--- config.mk ---
export PLATFORM = sky130hd
export DESIGN_NAME = sgm_pca_ram
export DESIGN_NICKNAME = d
export VERILOG_FILES = /design/src/rtl/sgm_pca_ram.sv
export SDC_FILE = /design/constraint.sdc
export NUM_CORES = 2
export LEC_CHECK = 0
export CAP_MARGIN = 10
export CORE_ASPECT_RATIO = 0.7
export CORE_MARGIN = 2
export CORE_UTILIZATION = 45
export CTS_CLUSTER_DIAMETER = 150
export DETAILED_ROUTE_END_ITERATION = 10
export DONT_BUFFER_PORTS = 1
export GPL_ROUTABILITY_DRIVEN = 0
export PLACE_DENSITY = 0.63
export RECOVER_POWER = 50
export SLEW_MARGIN = 20
export SYNTH_ARGS = -nofsm -noshare
export SYNTH_HDL_FRONTEND = slang
export SYNTH_SLANG_ARGS = --single-unit
--- constraint.sdc ---
create_clock -name clk -period 6.55 [get_ports clk]
set_input_delay 0.655 -clock clk [delete_from_list [all_inputs] [get_ports clk]]
set_output_delay 0.655 -clock clk [all_outputs]
set_load 0.01 [all_outputs]
--- src/rtl/sgm_pca_ram.sv ---
// Generic simple RAM: one write port, two read ports with registered data.
// No dependencies.
`timescale 1ns / 1ps
`default_nettype none

module sgm_pca_ram #(
	parameter int WIDTH = 8,
	parameter int DEPTH = 256
) (
	input  wire logic                     clk,
	input  wire logic                     we,
	input  wire logic [$clog2(DEPTH)-1:0] waddr,
	input  wire logic [WIDTH-1:0]         wdata,
	input  wire logic [$clog2(DEPTH)-1:0] raddr_a,
	output logic      [WIDTH-1:0]         rdata_a,
	input  wire logic [$clog2(DEPTH)-1:0] raddr_b,
	output logic      [WIDTH-1:0]         rdata_b
);

	logic [WIDTH-1:0] mem_q [DEPTH];

	// Write port
	always_ff @(posedge clk) begin
		if (we) begin
			mem_q[waddr] <= wdata;
		end
	end

	// Read ports with registered data
	always_ff @(posedge clk) begin
		rdata_a <= mem_q[raddr_a];
		rdata_b <= mem_q[raddr_b];
	end

endmodule

`default_nettype wire

==> reports/qor.yml <==
min_path_type: "input pin to register"
start_kind: "input pin"
power_density_mw_per_mm2: 269
wirelength_mm: 310
worst_pin_slew_ps: 5310
first_global_vias: 53200
path_buf_inv: 3
r2r-end: "rdata_a[4]"
max_cap_viol_count: 6
die_w_um: 559
cts-buffers-inserted: 200
antenna_found_initial: 10
dp.cells: 7444
maxSlewHeadroom_pct: -254
cts_root_buf: "clkbuf_16"
period_share_pct: 74.7
ctsHtreeMaxLevel: 4
max_freq_mhz: 204
maxSlewViolCount: 377
track_usage_pct: 28.2
clock_sinks: 2064
dpl.hpwl_mm: 182
synth-main-ff-cell: "edfxtp_1"
cp.arrival_ps: 5510
routed_via_density: 7.02
drive_above_1_share_pct: 31.6
rows: 142
yosys.cell_types.count: 65
start_util_pct: 45.3
syn_area_mm2: 0.0970
routed.top_layer: "met5"
dr_total_vias: 54900
crit_end: "rdata_a[5]"
mostFrequentLayoutCells: "edfxtp_1, mux4_2, nor2_1"
cts_hold_buf: 7
portBuffers: 0
post_cts_resized: 0
synth_warnings: 0
grt_pass1_wl_mm: 428
cp.required_ps: 7170
nets: 4819
rsz0062_at_grt: "false"
routedWlPerCell_um: 39.6
rr_startpoint: "mem_q[247][4]"
path_clk_slew_ps: 70
grt_overflow: 0
syn_to_final_growth_pct: 9.11
avgSynthCellArea_um2: 20.0
io_pins: 50
fillers: 17100
final_common_cell: "edfxtp_1"
instances_no_fill: 7821
ys_seq_elements: 2064
crit_path_start: "raddr_a[0]"
setup_viol: 0
synth_edf_count: 2048
hold_viol: 4
cts_tree: "yes"
wl_met3_mm: 44.5
cp_common_cell: "buf_16"
failed_checks: "negative hold slack, max-capacitance violations, max-slew violations"
critical_path.top_delay_family: "buffers and inverters"
wl_met1_mm: 124
cp.depth: 8
cpMaxStageDelayCell: "nor3_1"
seq_area_frac_synth_pct: 63.7
p_leak_uw: 0.0323
finClkSkew_ps: 41.6
synthesis.nets: 4881
ir_worst_vdd_uv: 219
drc: 0
die_area_mm2: 0.219
die_h_um: 392
clock_path_buffers: 4
crit_fanout: 132
max_stage_delay_ps: 780
ant_nets: 0
status: "complete, but fails checks"
core-area_mm2: 0.214
grt_max_degree: 534
drt-initial-drc-count: 9615
synthCells: 4847
async_flop_share_pct: 0
crit_chain: "buf_16 > buf_16 > buf_16 > mux4_2 > mux4_2 > a22o_1 > nor3_1 > nor3_1"
cts_setup_buffers: 0
tns_ps: 0
clock_latency_ps: 860
reg2reg_slack_ps: 3210
worst-setup-path-type: "input pin to register"
reg2reg_depth: 6
cp-end-kind: "register"
drt_first_pass_iters: 8
fin_crit_ps: 4890
wl_met2_mm: 130
whs_ps: -52.2
[worst min path at each step]
stage	from	endpoint	slack, ps	cells past startpoint
3_3_place_gp	wdata[2]	mem_q[213][2]	790	0
4_1_cts	wdata[7]	mem_q[31][7]	1	0
2_1_floorplan	wdata[0]	mem_q[0][0]	750	0
3_5_place_dp	wdata[2]	mem_q[214][2]	790	0
6_report	wdata[1]	mem_q[94][1]	-50	0
5_1_grt	wdata[1]	mem_q[93][1]	-80	0
[worst reg2reg max path: stages, from the launching register on]
cell and delay (ps):
edfxtp_1 380, mux4_2 500, mux4_2 510, nand2_1 360
o31ai_2 310, a211oi_1 1050, nor4_1 100
[routing by layer]
layer  global-route usage, %  vias to the layer above
met5                       0                        -
met4                    8.36                       12
met3                    9.47                      577
met2                    38.9                     3932
met1                    42.2                    29500
li1                        -                    20900
[power breakdown]
| part | internal [uW] | switching, uW |
|---|---|---|
| combinational | 887 | 1080 |
| clock | 6740 | 5100 |
| sequential | 14600 | 66.8 |
| total | 22200 | 6250 |
[registers in the layout (all words and copies together), names as in the netlist]
register,cells
rdata_b,8
rdata_a,8
mem_q,2048
[Yosys cell counts, types with 38 or more instances]
library cell | n | area share (%)
clkbuf_1 | 137 | 0.53
o221ai_1 | 65 | 0.59
mux2i_1 | 236 | 2.4
buf_4 | 42 | 0.33
nand2_1 | 114 | 0.44
nor2_1 | 298 | 1.2
a22oi_1 | 62 | 0.48
o22ai_1 | 48 | 0.31
a21oi_1 | 79 | 0.41
mux4_2 | 1051 | 24
edfxtp_1 | 2048 | 63
buf_6 | 44 | 0.51
buf_2 | 104 | 0.54
nand3_1 | 52 | 0.27
mux2_2 | 38 | 0.44
[through the flow]
stage	hold slack (ps)	area, um^2	total power, uW	setup slack [ps]	utilization (%)
finish	-52.2	106000	28400	1660	49.4
global route	-82.2	106000	29000	1460	49.4
CTS	1.31	106000	28300	2500	49.3
detailed placement	792	99000	16600	1600	46.2
global placement	790	98900	16600	1340	46.2
floorplan	754	97000	16300	3850	-
[logic make-up after synthesis]
| group | Yosys count | share of synthesized area (%) |
|---|---|---|
| AO/OA/AOI/OAI | 466 | 3.54 |
| multiplexers | 1325 | 27.3 |
| flip-flops | 2064 | 63.7 |
| buffers and inverters | 401 | 2.73 |
| AND/OR/NAND/NOR | 591 | 2.70 |
[final cells by class]
class | count | area (um^2) | area share [%]
Clock buffer | 245 | 5260 | 4.97
Multi-Input combinational cell | 2382 | 32700 | 30.9
Sequential cell | 2064 | 61800 | 58.4
Antenna cell | 5 | 12.5 | 0.0118
Inverter | 6 | 26.3 | 0.0248
Tap cell | 2880 | 3600 | 3.41
Timing Repair Buffer | 131 | 1200 | 1.14
Clock inverter | 108 | 1200 | 1.13
Power figures use the tool's default switching activity.
