$ cat src/rtl/sgm_pca_pkg.sv
// Shared types, constants and helpers for the SGM path cost aggregator.
// Used by the top level, the penalty divider and the port checker.
`timescale 1ns / 1ps
`default_nettype none

package sgm_pca_pkg;

	// Disparity range and derived widths
	localparam int MAX_DISP = 128;
	localparam int DISP_W   = $clog2(MAX_DISP);
	localparam int CNT_W    = $clog2(MAX_DISP + 1);
	localparam int ADDR_W   = DISP_W + 1;
	localparam int RAM_DEPTH = 2 ** ADDR_W;

	// Cost widths: stored path cost, min candidate, sum before normalization
	localparam int COST_W = 11;
	localparam int BEST_W = 12;
	localparam int TOT_W  = 13;
	localparam logic [COST_W-1:0] COST_MAX = '1;

	// Field widths
	localparam int MC_W    = 8;
	localparam int PIX_W   = 8;
	localparam int P1_W    = 8;
	localparam int P2_W    = 10;
	localparam int DCFG_W  = 8;
	localparam int SHIFT_W = 3;

	// Configuration port
	localparam int CFG_IDX_W  = 2;
	localparam int CFG_DATA_W = 10;

	typedef enum logic [CFG_IDX_W-1:0] {
		CFG_SMALL_PEN = 2'd0,
		CFG_LARGE_PEN = 2'd1,
		CFG_DISP_CNT  = 2'd2,
		CFG_SUM_SHIFT = 2'd3
	} cfg_idx_t;

	// Penalty divider: P2 / (|dI| + 1)
	localparam int DVD_W     = P2_W;
	localparam int DVS_W     = PIX_W + 1;
	localparam int DIV_CNT_W = $clog2(DVD_W + 1);

	typedef struct packed {
		logic             start;
		logic [DVD_W-1:0] dividend;
		logic [DVS_W-1:0] divisor;
	} div_req_t;

	typedef struct packed {
		logic             done;
		logic [DVD_W-1:0] quotient;
	} div_rsp_t;

	// Item sequencer states
	typedef enum logic [2:0] {
		ST_IDLE,
		ST_RD_A,
		ST_RD_B,
		ST_WAIT,
		ST_MIN,
		ST_COMMIT
	} st_t;

	// Disparity count in use: zero acts as one, clamp to the array size
	function automatic logic [CNT_W-1:0] clamp_count(input logic [DCFG_W-1:0] v);
		logic [CNT_W+DCFG_W-1:0] ext;
		ext = (CNT_W+DCFG_W)'(v);
		if (v == '0)
			return CNT_W'(1);
		else if (ext > (CNT_W+DCFG_W)'(MAX_DISP))
			return CNT_W'(MAX_DISP);
		else
			return CNT_W'(v);
	endfunction

endpackage

`default_nettype wire

$ cat src/rtl/sgm_pca_div.sv
// Restoring divider for the edge-scaled large penalty, one quotient bit per cycle.
// Depends on sgm_pca_pkg.
`timescale 1ns / 1ps
`default_nettype none

module sgm_pca_div (
	input  wire logic                  clk,
	input  wire logic                  arst_n,
	input  wire sgm_pca_pkg::div_req_t req,
	output sgm_pca_pkg::div_rsp_t      rsp
);
	import sgm_pca_pkg::*;

	logic                 busy_q;
	logic                 done_q;
	logic [DIV_CNT_W-1:0] cnt_q;
	logic [DVS_W-1:0]     rem_q;
	logic [DVD_W-1:0]     quo_q;
	logic [DVS_W-1:0]     dvs_q;

	logic [DVS_W:0]   trial;
	logic [DVS_W:0]   sub;
	logic             ge;
	logic [DVS_W-1:0] rem_nx;

	// One trial subtraction per step
	always_comb begin
		trial  = {rem_q, quo_q[DVD_W-1]};
		sub    = trial - {1'b0, dvs_q};
		ge     = trial >= {1'b0, dvs_q};
		rem_nx = ge ? sub[DVS_W-1:0] : trial[DVS_W-1:0];
	end

	// Step counter and done pulse
	always_ff @(posedge clk or negedge arst_n) begin
		if (!arst_n) begin
			busy_q <= 1'b0;
			done_q <= 1'b0;
			cnt_q  <= '0;
		end else begin
			done_q <= 1'b0;
			if (req.start) begin
				busy_q <= 1'b1;
				cnt_q  <= DIV_CNT_W'(DVD_W);
			end else if (busy_q) begin
				cnt_q <= cnt_q - 1'b1;
				if (cnt_q == DIV_CNT_W'(1)) begin
					busy_q <= 1'b0;
					done_q <= 1'b1;
				end
			end
		end
	end

	// Remainder and quotient shift register
	always_ff @(posedge clk) begin
		if (req.start) begin
			rem_q <= '0;
			quo_q <= req.dividend;
			dvs_q <= req.divisor;
		end else if (busy_q) begin
			rem_q <= rem_nx;
			quo_q <= {quo_q[DVD_W-2:0], ge};
		end
	end

	assign rsp.done     = done_q;
	assign rsp.quotient = quo_q;

endmodule

`default_nettype wire

$ cat config.mk
export PLATFORM = sky130hd
export DESIGN_NAME = sgm_pca_div
export DESIGN_NICKNAME = d
export VERILOG_FILES = /design/src/rtl/sgm_pca_pkg.sv /design/src/rtl/sgm_pca_div.sv
export SDC_FILE = /design/constraint.sdc
export NUM_CORES = 1
export LEC_CHECK = 0
export BUFFER_PORTS_ARGS = -buffer_cell sky130_fd_sc_hd__buf_2
export CAP_MARGIN = 20
export CORE_ASPECT_RATIO = 1.4
export CORE_MARGIN = 3
export CORE_UTILIZATION = 57
export CTS_CLUSTER_DIAMETER = 100
export DETAILED_ROUTE_END_ITERATION = 8
export GPL_TIMING_DRIVEN = 0
export MAX_ROUTING_LAYER = met4
export PLACE_DENSITY = 0.86
export SYNTH_ARGS = -nofsm -noshare
export SYNTH_HDL_FRONTEND = slang
export SYNTH_SLANG_ARGS = --single-unit
$ cat constraint.sdc
create_clock -name clk -period 4.7 [get_ports clk]
set_clock_uncertainty 0.15 [all_clocks]
set_input_delay 0.235 -clock clk [delete_from_list [all_inputs] [get_ports clk]]
set_output_delay 0.235 -clock clk [all_outputs]
set_load 0.03 [all_outputs]
==> results.txt <==
run status = finished, final reports clean
DR iter-0 viols = 30
CP Class = reg2reg
most frequent cells after synthesis = edfxtp_1, inv_1, nor2_1
Worst-Margin Slew = 0.532 ns
post-synth net total = 195
Synth top area share = 0.308
share of cells above drive strength 1 = 0.242
Tcrit/Tclk final = 0.565
postcts setup bufs = 0
count of different cell masters after synthesis = 48
Post-Synth XOR/XNOR Area = 0.0331
CP max FO = 10
Critical Path Source Type = flip-flop
max_cap viols = 0
Post-Place Cell Area = 0.00206 sq mm
VDD IR-drop max = 0.333 mV
register area share after synthesis = 0.486
Inst Count DP = 230
Pins Over Slew Limit = 0
DRT antenna net count = 0
insertion delay of the later-clocked pin in the worst-skew pair = 0.29 ns
die height = 73.5 microns
Tmin final = 2.66 ns
final instance area = 0.00225 sq mm
complex-gate fraction of the synthesized area = 0.159
clk slew on worst S/H paths = 0.07 ns
CTS buffer count = 5
count of final setup violators = 0
clock root cell = clkbuf_8
arrival time worst endpoint = 2.71 ns
largest net degree at the start of global routing = 15
Final nets = 244
Max-slew headroom = 0.646
Primary FF master, synth = edfxtp_1
Post-Synthesis Cells = 161
Yosys top cell by area = edfxtp_1
HP Class = in2reg
Total Routing Usage GR = 0.242
number of diodes = 0
Mean Syn Cell Area = 11.5 sq um
DPL Wire Length = 2840 microns
setup total negative slack = 0 ns
area growth from synthesis to layout = 21.5%
Post-Synth Simple-Gate Area = 0.107
Core Rows = 23
Pre-antenna DRT Iters = 4
share of synthesized area spent on multiplexers = 0.0824
PwrDens = 526 mW/mm^2
first-pass GRT wire length = 6720 microns
post-CTS sizing = 0
Post-CTS Hold Buffers = 10
Initial Util = 0.619
die area = 0.00398 sq mm
fin cells = 248
asr flop ratio synth = 0.176
Post-Synth Adder-Cell Area = 0.0851
drt wl/cell = 15.5 microns
H-tree depth = 2
CTS tree = built
Final Util = 0.752
vias per inst = 5.60
via count = 1389
Syn. warnings = 0
count leader, synth = edfxtp_1
Syn Std Cell Area = 0.00185 sq mm
post-route DRC violation count = 0
Die X-Extent = 54.2 microns
Port Buffers = 32
Routability Congestion = 0.839
Worst Setup End Kind = flip-flop
fmax = 0.377 GHz
core area = 0.00299 sq mm
Min Hold Slack = 0.0874 ns
Clock Sinks = 34
flops & latches, synth = 34
drt total wl = 3840 microns
Pleak = 1.00 nW
largest family of logic cells by synthesized area = compound AO/OA/AOI/OAI gates
synth top area cells = edfxtp_1, dfxtp_1, dfrtp_1
vias in the first global route = 1517
Post-synth EDFFs = 19
grt total ovfl = 0
CTS Buffer Depth = 2
critical path data required time = 4.75 ns
initial antenna violation count = 0
Fin. Hold Viols = 0
IO Pins = 33
unrepaired setup endpoints after global routing = false
logic make-up (layout without fill, tap and decap cells):
group                      Yosys count  count (layout)
DFF                                 34              34
xor gates and xnor gates             7               7
and+or+nand+nor                     39              39
adders and majority gates           12              12
buffers and inverters               20              70
muxes                               14              14
AOI/OAI and AO/OA                   35              35
placed cells by master (no fill, tap or decap), drive strengths merged, types with 2 or more instances in the layout:
| cell | netlist | layout |
|---|---|---|
| a21oi | 2 | 2 |
| nor3 | 2 | 2 |
| nand2b | 3 | 3 |
| clkbuf | 2 | 9 |
| a21o | 2 | 2 |
| o21ai | 10 | 10 |
| inv | 14 | 14 |
| buf | 4 | 36 |
| dfxtp | 9 | 9 |
| o21bai | 2 | 2 |
| xor2 | 4 | 4 |
| nor2b | 2 | 2 |
| dfrtp | 6 | 6 |
| nand2 | 11 | 11 |
| ha | 11 | 11 |
| nand3 | 2 | 2 |
| xnor2 | 3 | 3 |
| a211oi | 3 | 3 |
| nor2 | 14 | 14 |
| o31ai | 4 | 4 |
| a311oi | 2 | 2 |
| o21a | 2 | 2 |
| edfxtp | 19 | 19 |
| dlygate4sd3 | 0 | 10 |
| mux2 | 10 | 10 |
| mux2i | 4 | 4 |
metrics by stage:
step	total power, W	setup WS, ns
floorplan	0.000841	2.11
global placement	0.000930	2.08
detailed placement	0.000952	2.03
CTS	0.00118	2.02
global route	0.00126	1.85
finish	0.00118	2.04
final cells by class:
class | count | area [sq um]
repair buffers | 42 | 260
clock buffers | 7 | 86.3
inverters | 14 | 52.6
flip-flops and latches | 34 | 901
multi-input cells | 107 | 866
well taps | 37 | 46.3
fillers | 221 | 742
clock inverters | 1 | 5.00
plain buffers | 6 | 33.8
worst max-delay path: stages, from the launching register on:
cell and delay, ns:
edfxtp_1 0.45, inv_1 0.10, ha_1 0.17, inv_1 0.06, fa_1 0.44, a211oi_2 0.31
o21ai_2 0.12, a31oi_4 0.28, buf_6 0.18, nand2_2 0.06, a311oi_2 0.25
flip-flops by register name (all words and copies together), names as in the netlist:
register and flops:
cnt_q 4, done_q 1, busy_q 1, dvs_q 9, quo_q 10, rem_q 9
final timing paths:
kind	startpoint	slack, ns	endpoint	depth (start not counted)
setup reg to reg	quo_q[9]	2.04	rem_q[0]	10
hold / removal	req[16]	0.09	quo_q[7]	2
min in group asynchronous	arst_n	0.15	cnt_q[1]	2
hold reg to reg	rem_q[2]	0.33	rem_q[2]	2
setup / recovery	quo_q[9]	2.04	rem_q[0]	10
max in group asynchronous	arst_n	4.10	cnt_q[3]	2
report_power, final:
part	total [W]	switching (W)	internal, W
sequential	0.000428	0.0000472	0.000381
clock	0.000222	0.000104	0.000118
combinational	0.000533	0.000297	0.000235
total	0.00118	0.000449	0.000734
routing by layer:
layer	part of all wire	global-route usage
met1	0.38	0.262
met2	0.56	0.414
met3	0.042	0.0568
met4	0.016	0.0970
met5	0	-
Note: power is estimated with default switching activity, not from simulation.
